===== src/rtl/ftp_pkg.sv =====
`default_nettype none

package ftp_pkg;

   // event kinds on the request channel
   localparam logic [1:0] FUNC_TICK       = 2'd0;
   localparam logic [1:0] FUNC_FRAME      = 2'd1;
   localparam logic [1:0] FUNC_UPDATE     = 2'd2;
   localparam logic [1:0] FUNC_SOFT_RESET = 2'd3;

   // configuration register indexes
   localparam logic [1:0] REG_NOMINAL_PERIOD    = 2'd0;
   localparam logic [1:0] REG_PHASE_ERROR_LIMIT = 2'd1;
   localparam logic [1:0] REG_LOCK_RANGE        = 2'd2;
   localparam logic [1:0] REG_LOCK_THRESHOLD    = 2'd3;

   localparam int CSR_ADDR_W = 2;
   localparam int CSR_DATA_W = 16;

   localparam logic [15:0] RST_NOMINAL_PERIOD    = 16'd2000;
   localparam logic [14:0] RST_PHASE_ERROR_LIMIT = 15'd4;
   localparam logic [15:0] RST_LOCK_RANGE        = 16'd25;
   localparam logic [15:0] RST_LOCK_THRESHOLD    = 16'd5;

   // not-computed markers and counter limits
   localparam logic [15:0] PERIOD_NONE = 16'hFFFF;
   localparam logic [15:0] PHASE_NONE  = 16'h7FFF;
   localparam logic [7:0]  COUNT_MAX   = 8'hFF;

   localparam int FILTER_FACTOR_DEF = 16;

   typedef struct packed {
      logic [15:0] nominal_period;
      logic [14:0] phase_error_limit;
      logic [15:0] lock_range;
      logic [15:0] lock_threshold;
   } cfg_type;

   typedef struct packed {
      logic [15:0]        new_period;
      logic               period_valid;
      logic signed [15:0] phase;
      logic               is_locked;
      logic [7:0]         hits;
      logic [7:0]         misses;
   } rsp_type;

endpackage

`default_nettype wire


===== src/rtl/ftp_if.sv =====
`default_nettype none

interface ftp_req_if;
   logic        valid;
   logic        ready;
   logic [1:0]  func;
   logic [15:0] timestamp;

   modport source (output valid, output func, output timestamp, input ready);
   modport sink   (input valid, input func, input timestamp, output ready);
endinterface

interface ftp_rsp_if;
   logic               valid;
   logic               ready;
   logic [15:0]        new_period;
   logic               period_valid;
   logic signed [15:0] phase;
   logic               is_locked;
   logic [7:0]         hits;
   logic [7:0]         misses;

   modport source (output valid, output new_period, output period_valid, output phase,
                   output is_locked, output hits, output misses, input ready);
   modport sink   (input valid, input new_period, input period_valid, input phase,
                   input is_locked, input hits, input misses, output ready);
endinterface

interface ftp_csr_if;
   logic        valid;
   logic        ready;
   logic [1:0]  index;
   logic [15:0] data;

   modport source (output valid, output index, output data, input ready);
   modport sink   (input valid, input index, input data, output ready);
endinterface

`default_nettype wire


===== src/rtl/frame_timing_pll.sv =====
`default_nettype none

// Flow: a request beat lands in the input register and is evaluated from there; its
//   response (update events only) is captured in the response register as it fires.
// Throughput: one event per cycle unless an update stalls on a full response register;
//   the event logic and filter divider sit between the two registers, a single pass.
// Reset: synchronous, active high; clears all loop state, registers to defaults.
module frame_timing_pll #(
   parameter int FILTER_FACTOR = ftp_pkg::FILTER_FACTOR_DEF
) (
   input  wire logic  clock,
   input  wire logic  reset,
   ftp_req_if.sink    req_ch,
   ftp_rsp_if.source  rsp_ch,
   ftp_csr_if.sink    csr_ch
);
   import ftp_pkg::*;

   // input stage
   logic        in_valid_ff, in_valid_in;
   logic [1:0]  in_func_ff;
   logic [15:0] in_ts_ff;

   // response stage
   logic        out_valid_ff, out_valid_in;
   rsp_type     out_ff;

   cfg_type     cfg;
   rsp_type     core_rsp;
   logic        is_update;
   logic        fire;

   // only an update needs room in the response register
   assign is_update   = (in_func_ff == FUNC_UPDATE);
   assign fire        = in_valid_ff && (!is_update || !out_valid_ff || rsp_ch.ready);
   assign req_ch.ready = !in_valid_ff || fire;

   always_comb begin
      in_valid_in = in_valid_ff;
      if (req_ch.valid && req_ch.ready)
         in_valid_in = 1'b1;
      else if (fire)
         in_valid_in = 1'b0;

      out_valid_in = out_valid_ff;
      if (fire && is_update)
         out_valid_in = 1'b1;
      else if (rsp_ch.ready)
         out_valid_in = 1'b0;
   end

   always_ff @(posedge clock) begin
      if (reset) begin
         in_valid_ff  <= 1'b0;
         out_valid_ff <= 1'b0;
      end else begin
         in_valid_ff  <= in_valid_in;
         out_valid_ff <= out_valid_in;
      end
   end

   always_ff @(posedge clock) begin
      if (req_ch.valid && req_ch.ready) begin
         in_func_ff <= req_ch.func;
         in_ts_ff   <= req_ch.timestamp;
      end
      if (fire && is_update)
         out_ff <= core_rsp;
   end

   // config writes are always taken
   assign csr_ch.ready = 1'b1;

   ftp_csr u_csr (
      .clock    (clock),
      .reset    (reset),
      .wr_en    (csr_ch.valid),
      .wr_index (csr_ch.index),
      .wr_data  (csr_ch.data),
      .cfg      (cfg)
   );

   ftp_core #(
      .FILTER_FACTOR (FILTER_FACTOR)
   ) u_core (
      .clock     (clock),
      .reset     (reset),
      .fire      (fire),
      .func      (in_func_ff),
      .timestamp (in_ts_ff),
      .cfg       (cfg),
      .result    (core_rsp)
   );

   assign rsp_ch.valid        = out_valid_ff;
   assign rsp_ch.new_period   = out_ff.new_period;
   assign rsp_ch.period_valid = out_ff.period_valid;
   assign rsp_ch.phase        = out_ff.phase;
   assign rsp_ch.is_locked    = out_ff.is_locked;
   assign rsp_ch.hits         = out_ff.hits;
   assign rsp_ch.misses       = out_ff.misses;

endmodule

`default_nettype wire


===== src/rtl/ftp_csr.sv =====
`default_nettype none

module ftp_csr (
   input  wire logic                              clock,
   input  wire logic                              reset,
   input  wire logic                              wr_en,
   input  wire logic [ftp_pkg::CSR_ADDR_W-1:0]    wr_index,
   input  wire logic [ftp_pkg::CSR_DATA_W-1:0]    wr_data,
   output      ftp_pkg::cfg_type                  cfg
);
   import ftp_pkg::*;

   cfg_type cfg_ff, cfg_in;

   always_comb begin
      cfg_in = cfg_ff;
      if (wr_en) begin
         unique case (wr_index)
            REG_NOMINAL_PERIOD:    cfg_in.nominal_period    = wr_data;
            REG_PHASE_ERROR_LIMIT: cfg_in.phase_error_limit = wr_data[14:0];
            REG_LOCK_RANGE:        cfg_in.lock_range        = wr_data;
            REG_LOCK_THRESHOLD:    cfg_in.lock_threshold    = wr_data;
            default:               cfg_in = cfg_ff;
         endcase
      end
   end

   always_ff @(posedge clock) begin
      if (reset) begin
         cfg_ff.nominal_period    <= RST_NOMINAL_PERIOD;
         cfg_ff.phase_error_limit <= RST_PHASE_ERROR_LIMIT;
         cfg_ff.lock_range        <= RST_LOCK_RANGE;
         cfg_ff.lock_threshold    <= RST_LOCK_THRESHOLD;
      end else begin
         cfg_ff <= cfg_in;
      end
   end

   assign cfg = cfg_ff;

endmodule

`default_nettype wire


===== src/rtl/ftp_core.sv =====
`default_nettype none

module ftp_core #(
   parameter int FILTER_FACTOR = ftp_pkg::FILTER_FACTOR_DEF
) (
   input  wire logic              clock,
   input  wire logic              reset,
   input  wire logic              fire,
   input  wire logic [1:0]        func,
   input  wire logic [15:0]       timestamp,
   input  wire ftp_pkg::cfg_type  cfg,
   output      ftp_pkg::rsp_type  result
);
   import ftp_pkg::*;

   // accumulator bound is 32768 * FILTER_FACTOR
   localparam int ACC_W   = $clog2(32768 * FILTER_FACTOR + 1);
   localparam int LOG_F   = $clog2(FILTER_FACTOR);
   localparam int SHIFT   = ACC_W + LOG_F;
   localparam int RECIP_W = ACC_W + 1;
   localparam longint unsigned ONE = 1;
   // exact floor division by reciprocal (round-up multiplier)
   localparam logic [RECIP_W-1:0] RECIP =
      RECIP_W'(((ONE << SHIFT) + FILTER_FACTOR - 1) / FILTER_FACTOR);
   localparam int PROD_W = ACC_W + RECIP_W;

   localparam logic [1:0] PS_INVALID = 2'd0;
   localparam logic [1:0] PS_INIT    = 2'd1;
   localparam logic [1:0] PS_LOCKED  = 2'd2;

   logic             tick_seen_ff, tick_seen_in;
   logic [15:0]      tick_time_ff, tick_time_in;
   logic             frame_seen_ff, frame_seen_in;
   logic [15:0]      frame_time_ff, frame_time_in;
   logic [1:0]       pstate_ff, pstate_in;
   logic [ACC_W-1:0] acc_ff, acc_in;
   logic [15:0]      accq_ff, accq_in;
   logic             fvalid_ff, fvalid_in;
   logic             lock_ff, lock_in;
   logic [7:0]       hits_ff, hits_in;
   logic [7:0]       misses_ff, misses_in;

   // period window check
   logic [15:0]        est;
   logic signed [17:0] win_lo, win_hi, est_s;
   logic               in_window;

   // phase path
   logic [15:0]        diff;
   logic signed [15:0] phase;
   logic signed [15:0] half;
   logic signed [16:0] err, lim;
   logic [15:0]        pabs;
   logic [ACC_W-1:0]   acc_next;
   logic [PROD_W-1:0]  prod;
   logic [15:0]        q_next;
   logic               both_seen;

   always_comb begin
      est       = timestamp - frame_time_ff;
      est_s     = 18'(signed'({1'b0, est}));
      win_lo    = signed'(18'(cfg.nominal_period)) - signed'(18'(cfg.lock_range));
      win_hi    = signed'(18'(cfg.nominal_period)) + signed'(18'(cfg.lock_range));
      in_window = (est_s > win_lo) && (est_s < win_hi);

      diff  = tick_time_ff - frame_time_ff;
      phase = signed'(diff);
      // halve toward zero
      half  = (phase + signed'(16'(phase[15]))) >>> 1;
      lim   = signed'(17'(cfg.phase_error_limit));
      err   = 17'(half);
      if (lock_ff) begin
         if (err > lim)  err = lim;
         if (err < -lim) err = -lim;
      end
      pabs = phase[15] ? 16'(-phase) : diff;

      // first sample seeds acc = |phase| * factor
      if (fvalid_ff)
         acc_next = acc_ff + ACC_W'(pabs) - ACC_W'(accq_ff);
      else
         acc_next = ACC_W'(pabs) * ACC_W'(FILTER_FACTOR);
      prod   = PROD_W'(acc_next) * PROD_W'(RECIP);
      q_next = prod[SHIFT +: 16];
   end

   assign both_seen = tick_seen_ff && frame_seen_ff && (pstate_ff == PS_LOCKED);

   always_comb begin
      tick_seen_in  = tick_seen_ff;
      tick_time_in  = tick_time_ff;
      frame_seen_in = frame_seen_ff;
      frame_time_in = frame_time_ff;
      pstate_in     = pstate_ff;
      acc_in        = acc_ff;
      accq_in       = accq_ff;
      fvalid_in     = fvalid_ff;
      lock_in       = lock_ff;
      hits_in       = hits_ff;
      misses_in     = misses_ff;

      result.new_period   = PERIOD_NONE;
      result.period_valid = 1'b0;
      result.phase        = signed'(PHASE_NONE);

      unique case (func)
         FUNC_TICK: begin
            tick_seen_in = 1'b1;
            tick_time_in = timestamp;
         end
         FUNC_FRAME: begin
            if (pstate_ff == PS_INVALID)
               pstate_in = PS_INIT;
            else if (pstate_ff == PS_INIT && in_window)
               pstate_in = PS_LOCKED;
            frame_seen_in = 1'b1;
            frame_time_in = timestamp;
         end
         FUNC_UPDATE: begin
            if (both_seen) begin
               if (hits_ff != COUNT_MAX) hits_in = hits_ff + 8'd1;
               misses_in           = 8'd0;
               result.new_period   = cfg.nominal_period - err[15:0];
               result.period_valid = 1'b1;
               result.phase        = phase;
               acc_in              = acc_next;
               accq_in             = q_next;
               fvalid_in           = 1'b1;
               if (!lock_ff && q_next < cfg.lock_threshold) lock_in = 1'b1;
            end else if (tick_seen_ff && pstate_ff == PS_LOCKED) begin
               hits_in = 8'd0;
               if (misses_ff != COUNT_MAX) misses_in = misses_ff + 8'd1;
            end
            tick_seen_in  = 1'b0;
            frame_seen_in = 1'b0;
         end
         FUNC_SOFT_RESET: begin
            tick_seen_in  = 1'b0;
            tick_time_in  = 16'd0;
            frame_seen_in = 1'b0;
            frame_time_in = 16'd0;
            fvalid_in     = 1'b0;
            lock_in       = 1'b0;
            hits_in       = 8'd0;
            misses_in     = COUNT_MAX;
         end
         default: tick_seen_in = tick_seen_ff;
      endcase

      result.is_locked = lock_in;
      result.hits      = hits_in;
      result.misses    = misses_in;
   end

   always_ff @(posedge clock) begin
      if (reset) begin
         tick_seen_ff  <= 1'b0;
         tick_time_ff  <= 16'd0;
         frame_seen_ff <= 1'b0;
         frame_time_ff <= 16'd0;
         pstate_ff     <= PS_INVALID;
         fvalid_ff     <= 1'b0;
         lock_ff       <= 1'b0;
         hits_ff       <= 8'd0;
         misses_ff     <= COUNT_MAX;
      end else if (fire) begin
         tick_seen_ff  <= tick_seen_in;
         tick_time_ff  <= tick_time_in;
         frame_seen_ff <= frame_seen_in;
         frame_time_ff <= frame_time_in;
         pstate_ff     <= pstate_in;
         fvalid_ff     <= fvalid_in;
         lock_ff       <= lock_in;
         hits_ff       <= hits_in;
         misses_ff     <= misses_in;
      end
   end

   // filter payload, qualified by fvalid_ff
   always_ff @(posedge clock) begin
      if (fire) begin
         acc_ff  <= acc_in;
         accq_ff <= accq_in;
      end
   end

endmodule

`default_nettype wire


===== src/flat_wrapper.sv =====
// flat-port wrapper written by rule: the top's interface ports become plain ports
module frame_timing_pll_flat import ftp_pkg::*;
#(
   parameter int FILTER_FACTOR = ftp_pkg::FILTER_FACTOR_DEF
)
  (clock, reset, req_ch_valid, req_ch_func, req_ch_timestamp, req_ch_ready, rsp_ch_valid, rsp_ch_new_period, rsp_ch_period_valid, rsp_ch_phase, rsp_ch_is_locked, rsp_ch_hits, rsp_ch_misses, rsp_ch_ready, csr_ch_valid, csr_ch_index, csr_ch_data, csr_ch_ready);
  ftp_req_if req_ch_i ();
  ftp_rsp_if rsp_ch_i ();
  ftp_csr_if csr_ch_i ();
  input  wire logic clock;
  input  wire logic reset;
  input wire logic [$bits(req_ch_i.valid)-1:0] req_ch_valid;
  input wire logic [$bits(req_ch_i.func)-1:0] req_ch_func;
  input wire logic [$bits(req_ch_i.timestamp)-1:0] req_ch_timestamp;
  output wire logic [$bits(req_ch_i.ready)-1:0] req_ch_ready;
  output wire logic [$bits(rsp_ch_i.valid)-1:0] rsp_ch_valid;
  output wire logic [$bits(rsp_ch_i.new_period)-1:0] rsp_ch_new_period;
  output wire logic [$bits(rsp_ch_i.period_valid)-1:0] rsp_ch_period_valid;
  output wire logic [$bits(rsp_ch_i.phase)-1:0] rsp_ch_phase;
  output wire logic [$bits(rsp_ch_i.is_locked)-1:0] rsp_ch_is_locked;
  output wire logic [$bits(rsp_ch_i.hits)-1:0] rsp_ch_hits;
  output wire logic [$bits(rsp_ch_i.misses)-1:0] rsp_ch_misses;
  input wire logic [$bits(rsp_ch_i.ready)-1:0] rsp_ch_ready;
  input wire logic [$bits(csr_ch_i.valid)-1:0] csr_ch_valid;
  input wire logic [$bits(csr_ch_i.index)-1:0] csr_ch_index;
  input wire logic [$bits(csr_ch_i.data)-1:0] csr_ch_data;
  output wire logic [$bits(csr_ch_i.ready)-1:0] csr_ch_ready;
  assign req_ch_i.valid = req_ch_valid;
  assign req_ch_i.func = req_ch_func;
  assign req_ch_i.timestamp = req_ch_timestamp;
  assign req_ch_ready = req_ch_i.ready;
  assign rsp_ch_valid = rsp_ch_i.valid;
  assign rsp_ch_new_period = rsp_ch_i.new_period;
  assign rsp_ch_period_valid = rsp_ch_i.period_valid;
  assign rsp_ch_phase = rsp_ch_i.phase;
  assign rsp_ch_is_locked = rsp_ch_i.is_locked;
  assign rsp_ch_hits = rsp_ch_i.hits;
  assign rsp_ch_misses = rsp_ch_i.misses;
  assign rsp_ch_i.ready = rsp_ch_ready;
  assign csr_ch_i.valid = csr_ch_valid;
  assign csr_ch_i.index = csr_ch_index;
  assign csr_ch_i.data = csr_ch_data;
  assign csr_ch_ready = csr_ch_i.ready;
  frame_timing_pll #(.FILTER_FACTOR(FILTER_FACTOR)) u_core (.clock(clock), .reset(reset), .req_ch(req_ch_i), .rsp_ch(rsp_ch_i), .csr_ch(csr_ch_i));
endmodule

===== config.mk =====
export PLATFORM = sky130hd
export DESIGN_NAME = frame_timing_pll_flat
export DESIGN_NICKNAME = d
export VERILOG_FILES = /design/src/rtl/ftp_pkg.sv /design/src/rtl/ftp_if.sv /design/src/rtl/frame_timing_pll.sv /design/src/rtl/ftp_csr.sv /design/src/rtl/ftp_core.sv /design/src/flat_wrapper.sv
export SDC_FILE = /design/constraint.sdc
export NUM_CORES = 1
export LEC_CHECK = 0
export BUFFER_PORTS_ARGS = -buffer_cell sky130_fd_sc_hd__buf_2
export CORE_ASPECT_RATIO = 0.9
export CORE_UTILIZATION = 57
export DETAILED_ROUTE_END_ITERATION = 10
export PLACE_DENSITY = 0.82
export REMOVE_ABC_BUFFERS = 1
export SLEW_MARGIN = 20
export SYNTH_ARGS = -nofsm -noshare
export SYNTH_HDL_FRONTEND = slang
export SYNTH_SLANG_ARGS = --single-unit

===== constraint.sdc =====
create_clock -name clock -period 9.44 [get_ports clock]
set_clock_uncertainty 0.2 [all_clocks]
set_input_delay 0.472 -clock clock [delete_from_list [all_inputs] [get_ports clock]]
set_output_delay 0.472 -clock clock [all_outputs]
set_load 0.01 [all_outputs]

# Yosys cells after proc, flatten, opt, wreduce, memory -nomap -nowiden
# Index checks and enable logic that the tools add are counted.
# word_totals
register_bits,207
latch_bits,0
ram_bits,0
rom_bits,0
inputBits,41
out_inout_bits,53
elab_cells,123
memories,0
# op_classes
addsub,12
n_mul,0
div_mod_pow,0
magnitude_cmp,5
eq_ne,11
n_shift,0
muxes,30
bitwise,0
n_reduce_logical,40
# op_table
operator,n
16-bit one-hot mux with 2 select lines,2
17-bit two-way mux,3
16-bit two-way mux,3
8-bit two-way mux,6
16-bit subtractor,3
8-bit one-hot mux with 2 select lines,2
20-bit by 16-bit adder with 20-bit output,1
20-bit two-way mux,1
20-bit by 16-bit subtractor with 20-bit output,1
2-bit AND reduction,9
16-bit by 16-bit adder with 17-bit output,1
17-bit > comparator,1
16-bit by 17-bit < comparator with 1-bit output,1
17-bit < comparator,1
15-bit negator with 17-bit output,1
16-bit by 16-bit subtractor with 17-bit output,1
16-bit by 2-bit adder with 16-bit output,1
"8-bit by 1-bit adder with 8-bit output, second input constant",2
15-bit by 16-bit > comparator with 1-bit output,1
16-bit < comparator,1
"8-bit inequality test, second input constant",2
16-bit negator,1
2-bit nonzero test,8
"2-bit equality test, second input constant",5
other kinds (11),40

# Longest topological paths before layout
# Gate-level depths: netlist (run 1).
# logic_depth
word_depth,11
depth_mapped,53
ltp_nobuf,49

# By module
# From an unflattened synthesis (run 1), not the netlist that was laid out.
# unflattened
cells_unflattened,1759
area_unflattened_um2,15891.5
# modules_own_cells
module,instances,cells_each,area_each_um2,seq_area_each_um2
ftp_core,1,1437,11182.0,1681.6
ftp_csr,1,237,2531.2,1261.2
frame_timing_pll,1,85,2178.3,2082.0

# Least setup slack after synthesis (run 1)
# No wires, ideal clock.
# synth_timing
kind,register -> register
start,register u_core.u_core.frame_time_ff[12]
end,"register u_core.out_ff, in the netlist u_core.rsp_ch.new_period[14] (data pin)"
setup_time_ps,263
arrival_time_ps,9419
required_ps,8977
path_slack_ps,-442
path_stages_with_launch,51
n_path_buf,3
cell_sequence,dfxtp_1 -> inv_1 -> ha_1 -> a21o_1 -> a21o_1 -> a221o_1 -> a41oi_2 -> xnor2_1 -> clkbuf_1 -> nor2_1 -> ha_1 -> nand2_1 -> nor4_2 -> nand4_1 -> xor2_1 -> ha_1 -> nand4_1 -> nor2_1 -> (+15 left out) -> o22ai_2 -> buf_6 -> o21ai_1 -> mux2i_1 -> ha_1 -> inv_1 -> fa_1 -> a21o_1 -> a21oi_1 -> o21ai_0 -> a21oi_1 -> o21bai_1 -> a21oi_1 -> nor2b_1 -> o21a_1 -> o41ai_1 -> o21ai_0 -> mux2i_1
# synth_between
elab_chain_len,9
# synth_lines
element,line,text
start: declaration,ftp_core.sv:34,"logic [15:0] frame_time_ff, frame_time_in;"
start signal: assignment,ftp_core.sv:170,frame_time_ff <= frame_time_in;
16-bit subtractor *,ftp_core.sv:66,diff = tick_time_ff - frame_time_ff;
16-bit by 2-bit adder with 16-bit output *,ftp_core.sv:69,half = (phase + signed'(16'(phase[15]))) >>> 1;
15-bit by 16-bit > comparator with 1-bit output,ftp_core.sv:73,if (err > lim) err = lim;
17-bit two-way mux,ftp_core.sv:73,
17-bit two-way mux,ftp_core.sv:72,if (lock_ff) begin
17-bit < comparator,ftp_core.sv:74,if (err < -lim) err = -lim;
16-bit two-way mux,ftp_core.sv:74,
16-bit two-way mux *,ftp_core.sv:72,
16-bit subtractor *,ftp_core.sv:123,result.new_period = cfg.nominal_period - err[15:0];
end signal: assignment,frame_timing_pll.sv:68,out_ff <= core_rsp;
end: declaration,frame_timing_pll.sv:26,rsp_type out_ff;
# Mark *: on every way between the ends. The rest lies on a longest branch, timed or not. The select of a mux whose other input is x is not followed.
# A chain may end at the register's enable or synchronous reset.

# Worst setup path after layout (run 1)
# layout_timing
start,register u_core.u_core.frame_time_ff[8]
end,"register u_core.out_ff, in the netlist u_core.rsp_ch.new_period[12] (data pin)"
# The elaborated chain is that of the path after synthesis.

==> results of run 1 <==
-- sequential cells by signal, summed over array words and instances (netlist names), 2 cells and up --
signal	count
u_core.rsp_ch.new_period	16
u_core.rsp_ch.phase	16
u_core.u_core.tick_time_ff	16
u_core.rsp_ch.misses	8
u_core.u_core.acc_ff	20
u_core.u_core.hits_ff	8
u_core.rsp_ch.hits	8
u_core.u_core.misses_ff	8
u_core.u_core.pstate_ff	2
u_core.in_func_ff	2
u_core.in_ts_ff	16
u_core.u_core.frame_time_ff	16
u_core.u_csr.cfg	63
-- worst paths after layout --
kind	from	end	slack [ns]
setup reg to reg	u_core.u_core.frame_time_ff[8]$_SDFFE_PP0P_	u_core.rsp_ch.new_period[12]$_SDFFCE_PN1P_	-0.32
setup / recovery	u_core.u_core.frame_time_ff[8]$_SDFFE_PP0P_	u_core.rsp_ch.new_period[12]$_SDFFCE_PN1P_	-0.32
hold reg to reg	u_core.u_csr.cfg[13]$_SDFFE_PP0P_	u_core.u_csr.cfg[13]$_SDFFE_PP0P_	0.25
hold / removal	req_ch_valid	u_core.in_valid_ff$_SDFFE_PP0P_	0.02
-- cell families after synthesis --
group,after synthesis,share of synthesized area
AOI/OAI and AO/OA,432,0.179
and+or+nand+nor,652,0.193
buffers and inverters,218,0.0532
DFF,207,0.320
adders and majority gates,203,0.172
xor gates and xnor gates,123,0.0696
other,1,0.000239
muxes,18,0.0122
-- power by group through the flow --
stage | registers [mW] | logic (mW) | clock network [mW]
after floorplan | 0.995 | 1.13 | 0
after global placement | 0.999 | 1.56 | 0
final | 0.982 | 1.90 | 0.856
after global routing | 0.984 | 2.07 | 0.893
after detailed placement | 1.00 | 1.61 | 0
after CTS | 0.982 | 1.75 | 0.861
-- worst register-to-register path, delay by kind of cell (launching register included) --
kind | cells | cell delay (ns)
xor gates and xnor gates | 2 | 0.25
buffers and inverters | 27 | 3.42
and+or+nand+nor | 6 | 0.56
muxes | 3 | 0.59
DFF | 1 | 0.34
AOI/OAI and AO/OA | 19 | 3.02
adders and majority gates | 4 | 1.10
-- per-layer routing --
metal / track usage / up-vias / wire length, um
li1: - / 6952 / -
met5: 0 / - / 12
met3: 0.0437 / 143 / 3730
met1: 0.438 / 6942 / 19900
met4: 0.113 / 2 / 1770
met2: 0.526 / 695 / 21200
-- synthesized netlist by cell type, types with 7 or more instances --
cell / instances
a211o_1: 7
a21boi_0: 9
a21o_1: 31
a21oi_1: 165
a22oi_1: 23
a31oi_1: 17
and2_1: 13
and3_1: 11
clkbuf_1: 55
dfxtp_1: 119
edfxtp_1: 88
fa_1: 21
ha_1: 182
inv_1: 150
mux2i_1: 12
nand2_1: 271
nand2b_1: 20
nand3_1: 53
nand4_1: 21
nor2_1: 134
nor2b_1: 31
nor3_1: 41
o211ai_1: 17
o21a_1: 19
o21ai_0: 53
o21bai_1: 15
o311ai_0: 10
o31ai_1: 9
or3_1: 16
xnor2_1: 90
xor2_1: 31
-- layout make-up --
type	count	area (um^2)
Tap cell	354	443
Clock buffer	37	659
Sequential cell	207	5030
Timing Repair Buffer	267	1840
Fill cell	2080	8270
Inverter	151	567
Multi-Input combinational cell	1429	10200
Clock inverter	5	46.3
-- metrics by stage --
step	power, mW	setup slack [ns]	instance area [um^2]	hold WS [ns]
after floorplan	2.13	-0.922	15400	0.230
after global placement	2.56	-0.0877	17100	0.244
after detailed placement	2.61	-0.522	17100	0.248
after CTS	3.59	0.00788	18500	0.0154
after global routing	3.94	-0.680	18800	0.0421
final	3.74	-0.322	18800	0.0220
-- cells in the final DEF, fill, tap and decap left out, types with 30 or more instances in the layout --
cell	Yosys	routed
a21o_1	31	31
nor2_1	134	132
ha_1	182	173
inv_1	150	148
buf_2	4	93
buf_4	1	151
dfxtp_1	119	116
o21ai_0	53	49
nor2b_1	31	30
xor2_1	31	30
xnor2_1	90	88
nor3_1	41	38
a21oi_1	165	152
edfxtp_1	88	88
nand2_1	271	270
nand3_1	53	52
-- repair_timing --
action | CTS | global route
gates cloned | 1 | 0
endpoints found under the hold margin | 18 | 0
setup endpoints to repair | 6 | 14
pin swaps | 20 | 35
hold buffers | 18 | 0
setup buffers | 44 | 11
gates resized for setup | 40 | 42
==> run_results.csv, run 1 <==
group,metric,value,unit
status,status,"complete, but fails checks",
status,violations,"setup timing",
cts,htreeDepth,1,
yosys,yosysSeqAreaShare,0.320,
power_and_ir_drop,leakagePower,7.68,nW
global_routing,grt_pass1_vias,14383,
routing,drc,0,
floorplanning,die_w,177,um
yosys,ys_seq_elements,207,
routing,detail_route.first_pass.iterations,6,
cells_and_area,final_core_util,0.694,
setup_path,slowest_stage,"dfxtp_1",
power_and_ir_drop,clkPwrFrac,0.229,
timing,finalSetupTns,-1.62,ns
timing,relSlewSlack,0.273,
floorplanning,rows,57,
cts,clk_path_buf_depth,3,
timing,worstMarginPinSlew,1.09,ns
cells_and_area,antennaDiodeCount,0,
timing,max_freq,102,MHz
timing,period_needed,9.76,ns
job,cap_violations,0,
routing,postRouteAntennaNets,0,
setup_path,ff2ff_path_depth,61,
timing,slew_violations,0,
setup_path,worstPathMaxFanout,16,
placement,dp_cells,2334,
power_and_ir_drop,pwr-share-seq,0.263,
timing,hold_viol,0,
global_routing,grt_usage,0.323,
yosys,syn_area_per_cell,8.46,um^2
placement,hpwl,34.2,mm
setup_path,cp_num_cells,61,
power_and_ir_drop,peakVddDrop,0.162,mV
setup_path,cp_slowest_stage_delay,0.34,ns
yosys,synth_top_area_cell,"edfxtp_1",
power_and_ir_drop,combPwrFrac,0.509,
yosys,synth_top_area_share,0.168,
placement,place_congestion,0.953,
global_routing,grt_pass1_wl,72.9,mm
floorplanning,ioPinCount,94,
cells_and_area,fin_nets,2323,
yosys,postSynth.asyncResetShare,0,
cts,cts_tree,"yes",
floorplanning,dieArea,28200,um^2
hold_path,holdPathStages,3,
setup_path,crit_path_end_kind,"flop",
timing,rsz0062_at_grt,"yes",
floorplanning,core_area,27000,um^2
timing,setup_viol,8,
global_routing,grt_max_degree,101,
setup_path,critPathKind,"reg2reg",
routing,wl_per_cell,19.0,um
floorplanning,initial_core_util,0.580,
power_and_ir_drop,p_sw,1.46,mW
yosys,synth.area.top_cells,"edfxtp_1, dfxtp_1, ha_1",
cts,cts-root-buf,"clkbuf_16",
yosys,synth_edf_count,88,
routing,wirelength,46.6,mm
timing,worst_slack,-0.322,ns
cts,cts_buffers,23,
setup_path,path_common_cell,"buf_4",
global_routing,antenna_found_initial,2,
global_routing,grt_overflow_total,0,
floorplanning,dieHeight,159,um
cts,clk_pin_slew,0.06,ns
routing,num_vias,14734,
setup_path,cp_num_buf_inv,27,
timing,finalCritPeriodShare,1.03,
yosys,ys_warn_count,0,
hold_path,hold_class,"in2reg",
routing,drtIter0Drc,1278,
cts,clock_latency,0.53,ns
setup_path,cp.arrival,9.83,ns
routing,viasPerCell,6.01,
placement,io_buffers,92,
power_and_ir_drop,swShare,0.389,
setup_path,cp.required,9.51,ns
setup_path,critPathLaunchType,"flop",
yosys,synthFlopType,"dfxtp_1",
yosys,synth_area,15700,um^2
cells_and_area,drive_gt1_frac,0.175,
cells_and_area,fin_cells,2450,
yosys,ys_types,81,
power_and_ir_drop,p_per_area,200,nW/um^2
cts,numClockSinks,207,
setup_path,cp_top_family,"buffers and inverters",
cells_and_area,area_growth_syn_to_layout,19.6,%
yosys,synthCells,1854,
power_and_ir_drop,p_int,2.29,mW
(Power assumes the default switching activity.)
==> run 2: changes to the inputs <==
--- a/config.mk
+++ b/config.mk
@@ -5,10 +5,12 @@
 export SDC_FILE = /design/constraint.sdc
 export NUM_CORES = 1
 export LEC_CHECK = 0
+export ABC_AREA = 1
 export BUFFER_PORTS_ARGS = -buffer_cell sky130_fd_sc_hd__buf_2
 export CORE_ASPECT_RATIO = 0.9
 export CORE_UTILIZATION = 57
 export DETAILED_ROUTE_END_ITERATION = 10
+export MAX_ROUTING_LAYER = met4
 export PLACE_DENSITY = 0.82
 export REMOVE_ABC_BUFFERS = 1
 export SLEW_MARGIN = 20
==> run 2 against run 1 <==
The run now ends clean. Highest routed layer is now met4. Clock power rose by 19%. Sequential cell count did not move. Critical path depth fell by 10. Utilization fell by 3.3 points.
==> run_results.csv, run 2 <==
group,metric,value,unit
status,status,"complete, no violations",
global_routing,grt.met3_usage,0.0525,
timing,slew_violations,0,
setup_path,slowest_stage,"fa_1",
timing,period_needed,8.86,ns
global_routing,grt_pass1_wl,71.0,mm
floorplanning,core_area,27000,um^2
timing,hold_ws,0.0258,ns
global_routing,grt_overflow_total,0,
power_and_ir_drop,p_per_area,213,nW/um^2
placement,hpwl,34.4,mm
global_routing,grt_busiest_layer,"met2",
routing,wl_per_cell,17.7,um
setup_path,critPathKind,"reg2reg",
job,cap_violations,0,
floorplanning,die_w,177,um
yosys,postSynth.asyncResetShare,0,
yosys,synth_compound_area_frac,0.164,
cells_and_area,drive_gt1_frac,0.104,
yosys,yosysMostFrequentCell,"nand2_1",
setup_path,reg2reg_slack,0.58,ns
setup_path,cp.required,9.51,ns
yosys,synthTopCellsByCount,"nand2_1, inv_1, a21oi_1",
hold_path,hold_class,"in2reg",
cts,clock_latency,0.54,ns
timing,finalCritPeriodShare,0.939,
floorplanning,dieHeight,159,um
yosys,syn_area_per_cell,7.51,um^2
routing,drc,0,
setup_path,path_common_cell,"nand2_1",
routing,detail_route.first_pass.iterations,6,
timing,relSlewSlack,0.282,
yosys,ys_seq_elements,207,
yosys,synth_edf_count,88,
routing,viasPerCell,5.64,
cells_and_area,area_growth_syn_to_layout,13.9,%
floorplanning,rows,57,
yosys,ys_warn_count,0,
setup_path,cp_top_family,"compound AO/OA/AOI/OAI gates",
cts,cts_buffers,24,
yosys,synth_mux_area_frac,0,
floorplanning,initial_core_util,0.580,
cts,numClockSinks,207,
yosys,synthSimpleGateAreaFrac,0.183,
floorplanning,dieArea,28100,um^2
yosys,ys_types,50,
yosys,synth_top_family_by_area,"simple AND/OR/NAND/NOR gates",
yosys,synth_top_area_share,0.169,
cts,clk_pin_slew,0.07,ns
routing,postRouteAntennaNets,0,
yosys,synth-xor-area-share,0.0610,
placement,place_congestion,0.990,
power_and_ir_drop,fin_total_pwr,3.79,mW
setup_path,critPathLaunchType,"flop",
global_routing,met1_usage,0.441,
power_and_ir_drop,peakVddDrop,0.146,mV
yosys,synthFlopType,"dfxtp_1",
cts,cts_tree,"yes",
setup_path,cp.arrival,8.93,ns
cts,htreeDepth,1,
routing,drtIter0Drc,1393,
setup_path,cp_slowest_stage_delay,0.43,ns
routing,num_vias,14512,
timing,worstMarginPinSlew,1.08,ns
timing,hold_viol,0,
power_and_ir_drop,leakagePower,8.06,nW
timing,setup_viol,0,
routing,wirelength,45.6,mm
cells_and_area,final_cell_mix,"nand2_1, inv_1, a21oi_1, ha_1, o21ai_0",
global_routing,antenna_found_initial,1,
yosys,synth.area.top_cells,"edfxtp_1, dfxtp_1, ha_1",
yosys,synth_area,15600,um^2
cts,clk_path_buf_depth,3,
timing,max_freq,113,MHz
global_routing,grt_max_degree,44,
yosys,synth_top_area_cell,"edfxtp_1",
cts,cts-root-buf,"clkbuf_16",
floorplanning,ioPinCount,94,
cells_and_area,final_common_cell,"nand2_1",
global_routing,grt_util_met2,0.512,
yosys,synthCells,2082,
setup_path,crit_path_end_kind,"flop",
global_routing,grt_pass1_vias,13626,
cells_and_area,largest_reg_flops,63,
yosys,yosysSeqAreaShare,0.321,
global_routing,grt_usage,0.330,
setup_path,worstPathMaxFanout,6,
yosys,synthAdderAreaFrac,0.172,
placement,io_buffers,92,
cells_and_area,fin_nets,2444,
setup_path,cp_num_buf_inv,7,
[run 2: cell types whose count changed after synthesis, moves of 20 or more]
cell,change
xnor2_1,-68
a21o_1,-28
nand3_1,+22
a22oi_1,-22
o21ai_0,+114
xor2_1,+54
nor2b_1,-31
nand2_1,+126
inv_1,+196
a21oi_1,+41
o21ai_1,+22
nand2b_1,-20
[run 2: through the flow]
stage,utilization,std cells,TNS (ns),instance area [um^2],setup WS (ns)
after CTS,0.650,2558,0,17500,0.0207
after floorplan,-,2027,0,15400,0.570
after global routing,0.661,2571,-0.246,17800,-0.187
after detailed placement,0.612,2497,-0.178,16500,-0.178
after global placement,0.612,2497,0,16500,0.237
final,0.661,2572,0,17800,0.580
[run 2: timing repair]
| action | 4_1_cts | 5_1_grt |
|---|---|---|
| resized for setup | 3 | 53 |
| endpoints found under the hold margin | 18 | 0 |
| cloned | 0 | 2 |
| hold buffers | 18 | 0 |
| pin swaps | 0 | 18 |
| buffers inserted | 0 | 11 |
| endpoints found under the setup margin | 2 | 8 |
[run 2: path summary, 6_finish.rpt]
path                                                                   from                                          to  cells after the start
worst min-delay path                                           req_ch_valid             u_core.in_valid_ff$_SDFFE_PP0P_                      3
worst min register to register   u_core.u_core.tick_time_ff[7]$_SDFFE_PP0P_  u_core.u_core.tick_time_ff[7]$_SDFFE_PP0P_                      2
worst max-delay path            u_core.u_core.frame_time_ff[0]$_SDFFE_PP0P_  u_core.rsp_ch.new_period[15]$_SDFFCE_PN1P_                     51
worst max register to register  u_core.u_core.frame_time_ff[0]$_SDFFE_PP0P_  u_core.rsp_ch.new_period[15]$_SDFFCE_PN1P_                     51
[run 2: power breakdown]
group	total [mW]	leakage (nW)	switching [mW]	internal [mW]
registers	0.995	1.68	0.0219	0.973
clock network	1.02	0.408	0.397	0.622
logic	1.78	5.97	1.12	0.660
total	3.79	8.06	1.54	2.25
[run 2: logic make-up (layout without fill, tap and decap cells)]
| family | Yosys count | in the layout |
|---|---|---|
| and+or+nand+nor | 684 | 685 |
| AOI/OAI and AO/OA | 474 | 474 |
| buffers and inverters | 405 | 539 |
| DFF | 207 | 207 |
| adders and majority gates | 203 | 203 |
| xor gates and xnor gates | 108 | 108 |
| other | 1 | 2 |
[run 2: area by class of cell]
type,count,area [um^2]
Clock inverter,11,196
Fill cell,2277,9140
Multi-Input combinational cell,1471,9270
Antenna cell,1,2.50
Tap cell,354,443
Sequential cell,207,5020
Clock buffer,32,651
Inverter,350,1320
Timing Repair inverter,1,7.51
Timing Repair Buffer,145,903
[run 2: layer usage]
metal  share of wire  routed length [um]
met1            0.44               20300
met2            0.45               20400
met3           0.075                3410
met4           0.034                1560
met5               0                   0
[run 2: tightest hold or removal path, delay by kind of cell]
kind            cells  cell delay [ns]
compound gates      1             0.06
buf+inv             1             0.09
simple gates        1             0.08
